[config.mk]
export PLATFORM = sky130hd
export DESIGN_NAME = utf8_cjk_bigram_extractor_core
export DESIGN_NICKNAME = d
export VERILOG_FILES = /design/src/hdl/u8cjk_pkg.sv /design/src/hdl/utf8_cjk_bigram_extractor_core.sv /design/src/hdl/u8cjk_decode.sv
export SDC_FILE = /design/constraint.sdc
export NUM_CORES = 1
export LEC_CHECK = 0
export ABC_AREA = 1
export BUFFER_PORTS_ARGS = -buffer_cell sky130_fd_sc_hd__buf_2
export CORE_ASPECT_RATIO = 0.7
export CORE_MARGIN = 2
export CORE_UTILIZATION = 60
export CTS_CLUSTER_SIZE = 8
export DETAILED_ROUTE_END_ITERATION = 12
export HOLD_SLACK_MARGIN = 0.05
export PLACE_DENSITY_LB_ADDON = 0.05
export SETUP_SLACK_MARGIN = 0.4
export SYNTH_ARGS = -nofsm -noshare
export SYNTH_HDL_FRONTEND = slang
export SYNTH_SLANG_ARGS = --single-unit
[constraint.sdc]
create_clock -name clock -period 7.2 [get_ports clock]
set_clock_uncertainty 0.2 [all_clocks]
set_input_delay 1.08 -clock clock [delete_from_list [all_inputs] [get_ports clock]]
set_output_delay 1.08 -clock clock [all_outputs]
set_load 0.02 [all_outputs]
[src/hdl/u8cjk_pkg.sv]
// shared types, constants and range test for the utf-8 cjk bigram extractor
// no dependencies
package u8cjk_pkg;

   localparam int CpWidth   = 21;
   localparam int CharWidth = 16;

   // lead byte classes
   localparam logic [7:0] AsciiLimit   = 8'h80;
   localparam logic [7:0] Lead2Mask    = 8'hE0;
   localparam logic [7:0] Lead2Code    = 8'hC0;
   localparam logic [7:0] Lead3Mask    = 8'hF0;
   localparam logic [7:0] Lead3Code    = 8'hE0;
   localparam logic [7:0] Lead4Mask    = 8'hF8;
   localparam logic [7:0] Lead4Code    = 8'hF0;
   localparam logic [7:0] FollowMask   = 8'h3F;

   // follow byte counts
   localparam logic [1:0] NeedNone  = 2'd0;
   localparam logic [1:0] NeedOne   = 2'd1;
   localparam logic [1:0] NeedTwo   = 2'd2;
   localparam logic [1:0] NeedThree = 2'd3;

   // cjk ideograph ranges
   localparam logic [CpWidth-1:0] ExtALow  = 21'h003400;
   localparam logic [CpWidth-1:0] ExtAHigh = 21'h004DBF;
   localparam logic [CpWidth-1:0] UniLow   = 21'h004E00;
   localparam logic [CpWidth-1:0] UniHigh  = 21'h009FFF;
   localparam logic [CpWidth-1:0] CompLow  = 21'h00F900;
   localparam logic [CpWidth-1:0] CompHigh = 21'h00FAFF;

   typedef struct packed {
      logic [7:0] data_byte;
      logic       last_byte;
   } req_payload_type;

   typedef struct packed {
      logic                 pair_valid;
      logic [CharWidth-1:0] first_char;
      logic [CharWidth-1:0] second_char;
      logic                 end_of_name;
   } rsp_payload_type;

   typedef struct packed {
      logic [CpWidth-1:0]   partial_code_point;
      logic [1:0]           bytes_still_needed;
      logic [CharWidth-1:0] previous_cjk_char;
      logic                 previous_is_cjk;
   } dec_state_type;

   function automatic logic in_cjk_range(input logic [CpWidth-1:0] cp);
      in_cjk_range = (cp >= ExtALow && cp <= ExtAHigh) ||
                     (cp >= UniLow  && cp <= UniHigh)  ||
                     (cp >= CompLow && cp <= CompHigh);
   endfunction

endpackage

[src/hdl/utf8_cjk_bigram_extractor_core.sv]
// a result item appears in the cycle after its byte is accepted
// throughput: one byte per cycle unless the result stalls, set by the single
// decode step between the decoder state register and the result register
// a new item is taken while the held result is being taken (rsp_ready high)
// reset clears the decoder state and the result valid flag; no clearing pass
// depends on u8cjk_pkg and u8cjk_decode
module utf8_cjk_bigram_extractor_core
   import u8cjk_pkg::*;
(
   input  logic            clock,
   input  logic            reset,
   input  logic            req_valid,
   output logic            req_ready,
   input  req_payload_type req_payload,
   output logic            rsp_valid,
   input  logic            rsp_ready,
   output rsp_payload_type rsp_payload
);

   dec_state_type   state_ff;
   dec_state_type   state_in;
   rsp_payload_type rsp_payload_ff;
   rsp_payload_type rsp_payload_in;
   logic            rsp_valid_ff;
   logic            accept;

   // result register free or being emptied this cycle
   assign req_ready = !rsp_valid_ff || rsp_ready;
   assign accept    = req_valid && req_ready;

   u8cjk_decode u_decode (
      .state      (state_ff),
      .req        (req_payload),
      .state_next (state_in),
      .rsp        (rsp_payload_in)
   );

   // decoder state and result valid
   always_ff @(posedge clock) begin
      if (reset) begin
         state_ff     <= '0;
         rsp_valid_ff <= 1'b0;
      end else begin
         if (accept) begin
            state_ff <= state_in;
         end
         if (accept) begin
            rsp_valid_ff <= 1'b1;
         end else if (rsp_ready) begin
            rsp_valid_ff <= 1'b0;
         end
      end
   end

   // result payload
   always_ff @(posedge clock) begin
      if (accept) begin
         rsp_payload_ff <= rsp_payload_in;
      end
   end

   assign rsp_valid   = rsp_valid_ff;
   assign rsp_payload = rsp_payload_ff;

endmodule

[src/hdl/u8cjk_decode.sv]
// per-byte utf-8 decode step and cjk run tracking, purely combinational
// depends on u8cjk_pkg
module u8cjk_decode
   import u8cjk_pkg::*;
(
   input  dec_state_type   state,
   input  req_payload_type req,
   output dec_state_type   state_next,
   output rsp_payload_type rsp
);

   logic               done;
   logic [CpWidth-1:0] cp;
   logic [CpWidth-1:0] gathered;
   logic [7:0]         b;

   assign b        = req.data_byte;
   // append six low bits of a follow byte
   assign gathered = {state.partial_code_point[CpWidth-7:0], b[5:0] & FollowMask[5:0]};

   always_comb begin
      done       = 1'b0;
      cp         = '0;
      state_next = state;
      rsp        = '0;

      // byte classification
      priority if (state.bytes_still_needed != NeedNone) begin
         state_next.partial_code_point = gathered;
         state_next.bytes_still_needed = state.bytes_still_needed - NeedOne;
         if (state.bytes_still_needed == NeedOne) begin
            cp   = gathered;
            done = 1'b1;
         end
      end else if (b < AsciiLimit) begin
         cp   = {{(CpWidth-8){1'b0}}, b};
         done = 1'b1;
      end else if ((b & Lead2Mask) == Lead2Code) begin
         state_next.partial_code_point = {{(CpWidth-5){1'b0}}, b[4:0]};
         state_next.bytes_still_needed = NeedOne;
      end else if ((b & Lead3Mask) == Lead3Code) begin
         state_next.partial_code_point = {{(CpWidth-4){1'b0}}, b[3:0]};
         state_next.bytes_still_needed = NeedTwo;
      end else if ((b & Lead4Mask) == Lead4Code) begin
         state_next.partial_code_point = {{(CpWidth-3){1'b0}}, b[2:0]};
         state_next.bytes_still_needed = NeedThree;
      end else begin
         // stray byte decodes as zero
         cp   = '0;
         done = 1'b1;
      end

      // bigram formation on a completed code point
      if (done) begin
         state_next.partial_code_point = '0;
         if (in_cjk_range(cp)) begin
            if (state.previous_is_cjk) begin
               rsp.pair_valid  = 1'b1;
               rsp.first_char  = state.previous_cjk_char;
               rsp.second_char = cp[CharWidth-1:0];
            end
            state_next.previous_cjk_char = cp[CharWidth-1:0];
            state_next.previous_is_cjk   = 1'b1;
         end else begin
            state_next.previous_cjk_char = '0;
            state_next.previous_is_cjk   = 1'b0;
         end
      end

      // end of name clears everything
      rsp.end_of_name = req.last_byte;
      if (req.last_byte) begin
         state_next = '0;
      end
   end

endmodule

==> results_dict.tcl, run 1 <==
set metrics [dict create \
    status "finished, final reports clean" \
    synth_common_cells "62 x nand2_1, 57 x nor2_1, 51 x inv_1" \
    path_delay_family "buffers and inverters" \
    crit_required_ns 7.22 \
    vias 2534 \
    antenna_found_initial 0 \
    cp-start-kind "input port" \
    fin_crit_ns 3.52 \
    dp_hpwl_microns 4290 \
    area_growth_pct 13.4 \
    power_leakage_nw 1.49 \
    drt_iter0_markers 233 \
    row_count 21 \
    cts_setup_buffers 0 \
    drv_cap 0 \
    num_io_pins 49 \
    insertion_delay_ns 0.34 \
    synth-edff-count 34 \
    tritoncts "built" \
    fin_setup_tns_ns 0 \
    grt_max_degree 35 \
    antenna_left 0 \
    grt_overflow_total 0 \
    io_buffer_count 48 \
    nets 419 \
    tightest_slew_ns 0.866 \
    die-area_sq_um 5780 \
    synth_sequential_area_ratio_pct 55.4 \
    final_hold_viol_count 0 \
    worstPathCellList "buf_2, inv_1, nand2_1, nand2_1, clkinv_1, buf_4, nand3b_1, inv_1, nand2_2, o21ai_0" \
    wl_per_cell_microns 13.0 \
    drc 0 \
    drv_slew 0 \
    yosys_register_bits 69 \
    netlist_instances 360 \
    synth_most_common_cell "nand2_1" \
    grt_pass1_wl_microns 10800 \
    ctsHoldBuffers 0 \
    firstDrtPassIters 6 \
    routed_wirelength_microns 6220 \
    post-route-period-util_pct 48.9 \
    synthArstFlopShare_pct 0 \
    grtUsageTotal_pct 24.0 \
    cts_resized 0 \
    dp.cells 464 \
    clk_pin_slew_ns 0.06 \
    peakVddDrop_mv 0.141 \
    cp.arrival_ns 3.54 \
    first_global_vias 2363 \
    syn_avg_cell_area_sq_um 8.64 \
    ys_warn_count 0 \
    viasPerCell 5.28 \
    initial_core_util_pct 63.6 \
    hp-class "flip-flop to flip-flop" \
    rsz0062_at_grt "no" \
    cts_max_level 3 \
    final_cell_count_no_fill 480 \
    coreArea_sq_um 4890 \
    drive_gt1_share_pct 21.9 \
    synth_area_sq_um 3110 \
    fp.dieW_microns 90.0 \
    routabilityCongestion 0.925 \
    cp.buffers_inverters 5 \
    clk_path_buf_depth 2 \
    max_stage_delay_ns 0.77 \
    worstSetupPathType "input port to flip-flop" \
    syn_nets 373 \
    die_h_microns 64.2 \
    yosysTopAreaCell "edfxtp_1" \
    clockRootBuffer "clkbuf_8" \
    clock_sinks 69 \
    powerDensity_nw_per_um2 233 \
    path_max_fanout 34 \
    numCtsBuffers 9 \
    setup_viol 0 \
    fmax_mhz 284 \
    max_slew_margin_pct 41.9 \
    post-synth-top-area-fraction_pct 32.8 \
    synth_top_cells_by_area "edfxtp_1 33%, dfxtp_1 23%, nand2_1 7.5%" \
    end_kind "flip-flop" \
    synth_cell_types 25 \
    synth_ff_type "dfxtp_1" \
    antennaDiodeCount 0 \
    crit_slowest_cell "clkinv_1" \
]
path summary, 6_finish.rpt:
kind | slack (ns) | from | to | cells after the start
max reg2reg | 4.22 | rsp_valid | state_ff[0] | 8
min reg2reg | 0.26 | state_ff[10] | state_ff[10] | 2
max | 3.68 | rsp_ready | state_ff[0] | 10
min | 0.26 | state_ff[10] | state_ff[10] | 2
layout make-up:
| cell class | instances | area, sq um |
|---|---|---|
| tap | 69 | 86.3 |
| clock buffer | 11 | 131 |
| multi-input combinational | 224 | 1090 |
| timing repair buffer | 49 | 248 |
| fill | 403 | 1360 |
| inverter | 53 | 199 |
| clock inverter | 5 | 51.3 |
| sequential | 69 | 1720 |
cells in the final DEF, fill, tap and decap left out, types with 2 or more instances in the layout:
master / Yosys / routed
nand2_1: 62 / 62
nor2_1: 57 / 57
inv_1: 51 / 50
buf_2: 0 / 48
dfxtp_1: 35 / 35
edfxtp_1: 34 / 34
o21ai_0: 30 / 30
nand3_1: 27 / 27
o21ai_2: 10 / 10
nor2_2: 9 / 9
clkbuf_8: 0 / 9
a21oi_1: 8 / 8
nand4_1: 7 / 7
nor3_1: 4 / 4
clkinv_1: 0 / 2
inv_2: 2 / 2
nand2_2: 2 / 2
nor2_4: 2 / 2
clkinv_2: 0 / 2
clkbuf_1: 6 / 2
per-stage QoR:
| step | hold WS, ns | cell area [sq um] | power (mW) | worst slack, ns | utilization, % |
|---|---|---|---|---|---|
| 2_1_floorplan | 0.233 | 3110 | 0.512 | 3.97 | - |
| 3_3_place_gp | 0.245 | 3340 | 0.535 | 3.45 | 68.4 |
| 3_5_place_dp | 0.245 | 3340 | 0.536 | 3.32 | 68.4 |
| 4_1_cts | 0.264 | 3520 | 0.828 | 3.69 | 72.1 |
| 5_1_grt | 0.284 | 3520 | 0.859 | 3.34 | 72.1 |
| 6_report | 0.263 | 3520 | 0.822 | 3.68 | 72.1 |
registers in the layout, summed over array words and instances (netlist names):
name and flops:
rsp_valid 1, state_ff 34, rsp_payload 34
routing by layer:
layer	part of all wire [%]	GRT usage, %
met1	45	32.1
met2	45	37.0
met3	8.7	8.49
met4	1.8	7.50
met5	0	0
logic make-up after synthesis:
logic type | after synthesis | share of synthesized area (%)
compound gates | 50 | 9.46
simple gates | 174 | 25.5
flops | 69 | 55.4
buf+inv | 67 | 9.66
report_power, final:
| part | internal (mW) | switching, mW | leakage (nW) |
|---|---|---|---|
| Combinational | 0.0248 | 0.0671 | 0.766 |
| Sequential | 0.427 | 0.0105 | 0.628 |
| Clock | 0.158 | 0.135 | 0.0907 |
| Total | 0.609 | 0.212 | 1.49 |
tightest hold or removal path, delay by kind of cell, from the launching register on:
kind / cells / cell delay (ns)
flip-flops: 1 / 0.33
AND/OR/NAND/NOR: 1 / 0.06
AO/OA/AOI/OAI: 1 / 0.05
No activity file was read; power rests on OpenSTA's default activity.
==> run 2: changes to the inputs <==
ABC_AREA = 0   (was 1)
CORE_UTILIZATION = 54   (was 60)
clock period = 3.7 ns   (was 7.2 ns; I/O delays follow)
==> results_dict.tcl, run 2 <==
set metrics [dict create \
    drt_iter0_markers 151 \
    synth_top_cells_by_area "edfxtp_1 37%, dfxtp_1 26%, and2_1 5.1%" \
    grt_pass1_wl_microns 8430 \
    syn_avg_cell_area_sq_um 11.9 \
    io_buffer_count 48 \
    initial_core_util_pct 56.7 \
    synth_ff_type "dfxtp_1" \
    rr_worst_depth 6 \
    num_io_pins 49 \
    vias 1859 \
    final_cell_mix "48 x buf_2, 35 x dfxtp_1, 34 x edfxtp_1" \
    yosysTopAreaCell "edfxtp_1" \
    drc 0 \
    coreArea_sq_um 4810 \
    netlist_instances 229 \
    fp.dieW_microns 88.9 \
    syn_nets 242 \
    final_hold_viol_count 0 \
    die_h_microns 63.4 \
    routabilityCongestion 0.797 \
    numCtsBuffers 9 \
    cp-start-kind "flip-flop" \
    powerDensity_nw_per_um2 489 \
    whs_ns 0.253 \
    antenna_found_initial 0 \
    wl_per_cell_microns 14.8 \
    max_slew_margin_pct 38.2 \
    dp_hpwl_microns 3500 \
    fin_setup_tns_ns 0 \
    grt_overflow_total 0 \
    post-route-period-util_pct 68.0 \
    grt_max_degree 46 \
    setup_viol 0 \
    yosys_register_bits 69 \
    cts_resized 0 \
    synth_cell_types 43 \
    whs_path_depth 3 \
    die-area_sq_um 5640 \
    synth_area_sq_um 2730 \
    nets 291 \
    status "finished, final reports clean" \
    rsz0062_at_grt "no" \
    clockRootBuffer "clkbuf_8" \
    antennaDiodeCount 0 \
    clock_sinks 69 \
    post-synth-top-area-fraction_pct 37.5 \
    worstPathCellList "nor2b_1, nand4_1, a211oi_2, a21oi_2, buf_4, and3_1" \
    firstDrtPassIters 4 \
    synth_most_common_cell "dfxtp_1" \
    ys_warn_count 0 \
    drive_gt1_share_pct 30.5 \
    fmax_mhz 397 \
    mostFrequentLayoutCell "buf_2" \
    path_max_fanout 28 \
    hp-class "input port to flip-flop" \
    viasPerCell 5.30 \
    clk_pin_slew_ns 0.07 \
    synthArstFlopShare_pct 0 \
    worstSetupPathType "flip-flop to flip-flop" \
    ctsHoldBuffers 0 \
    tritoncts "built" \
    power_leakage_nw 1.27 \
    drv_slew 0 \
    max_stage_delay_ns 0.45 \
    first_global_vias 1704 \
    final_cell_count_no_fill 351 \
    post-route-cell-area_sq_um 3210 \
    fin_crit_ns 2.52 \
    cp.arrival_ns 2.42 \
    antenna_left 0 \
    dpl_cell_area_sq_um 2990 \
    crit_required_ns 3.60 \
    clk_path_buf_depth 2 \
    row_count 21 \
    cts_max_level 3 \
    cts_setup_buffers 0 \
    dp.cells 336 \
    routed_wirelength_microns 5200 \
    peakVddDrop_mv 0.353 \
    synth_sequential_area_ratio_pct 63.2 \
    end_kind "flip-flop" \
    insertion_delay_ns 0.34 \
    crit_slowest_cell "dfxtp_1" \
    synth_common_cells "35 x dfxtp_1, 34 x edfxtp_1, 22 x and2_1" \
    drv_cap 0 \
    area_growth_pct 17.7 \
    tightest_slew_ns 0.925 \
    grtUsageTotal_pct 20.3 \
    synth-edff-count 34 \
]
run 2: report_power, final:
group,internal (mW),switching (mW),total [mW]
Sequential,0.819,0.00787,0.827
Clock,0.375,0.271,0.646
Combinational,0.0261,0.0685,0.0946
Total,1.22,0.348,1.57
run 2: logic make-up (layout without fill, tap and decap cells):
kind of cell | count (synthesis) | in the layout | synth area share [%]
flip-flops | 69 | 69 | 63.2
AND/OR/NAND/NOR | 95 | 95 | 19.9
AO/OA/AOI/OAI | 49 | 49 | 13.5
buffers and inverters | 16 | 69 | 3.35
run 2: layer usage:
metal	part of all wire, %	vias to the layer above	global-route usage [%]	wire length (microns)
met5	0	-	0	0
met4	0.77	0	6.82	40
met3	7.5	4	8.26	390
met2	40	69	26.9	2070
met1	52	850	29.9	2700
li1	-	936	-	-
run 2: metrics by stage:
stage               setup slack (ns)  utilization, %  power, mW
floorplan                      0.980               -      0.903
global placement                1.21            62.3      0.940
detailed placement              1.18            62.3      0.940
CTS                             1.19            66.7       1.58
global route                    1.00            66.7       1.62
finish                          1.18            66.7       1.57
run 2: final cells by class:
cell class	count	area (sq um)
clock buffer	9	124
sequential	69	1720
inverter	3	11.3
fill	395	1600
multi-input combinational	144	912
timing repair buffer	51	263
clock inverter	6	88.8
tap	69	86.3
run 2: worst paths after layout:
kind,slack (ns),startpoint,endpoint
worst min register to register,0.26,state_ff[29],state_ff[29]
worst max-delay path,1.18,state_ff[17],rsp_payload[11]
worst max register to register,1.18,state_ff[17],rsp_payload[11]
worst min-delay path,0.25,req_valid,rsp_valid
run 2: critical path, delay by kind of cell, from the launching register on:
kind | cells | cell delay, ns
flops | 1 | 0.45
compound gates | 2 | 0.54
simple gates | 3 | 0.85
buf+inv | 1 | 0.24
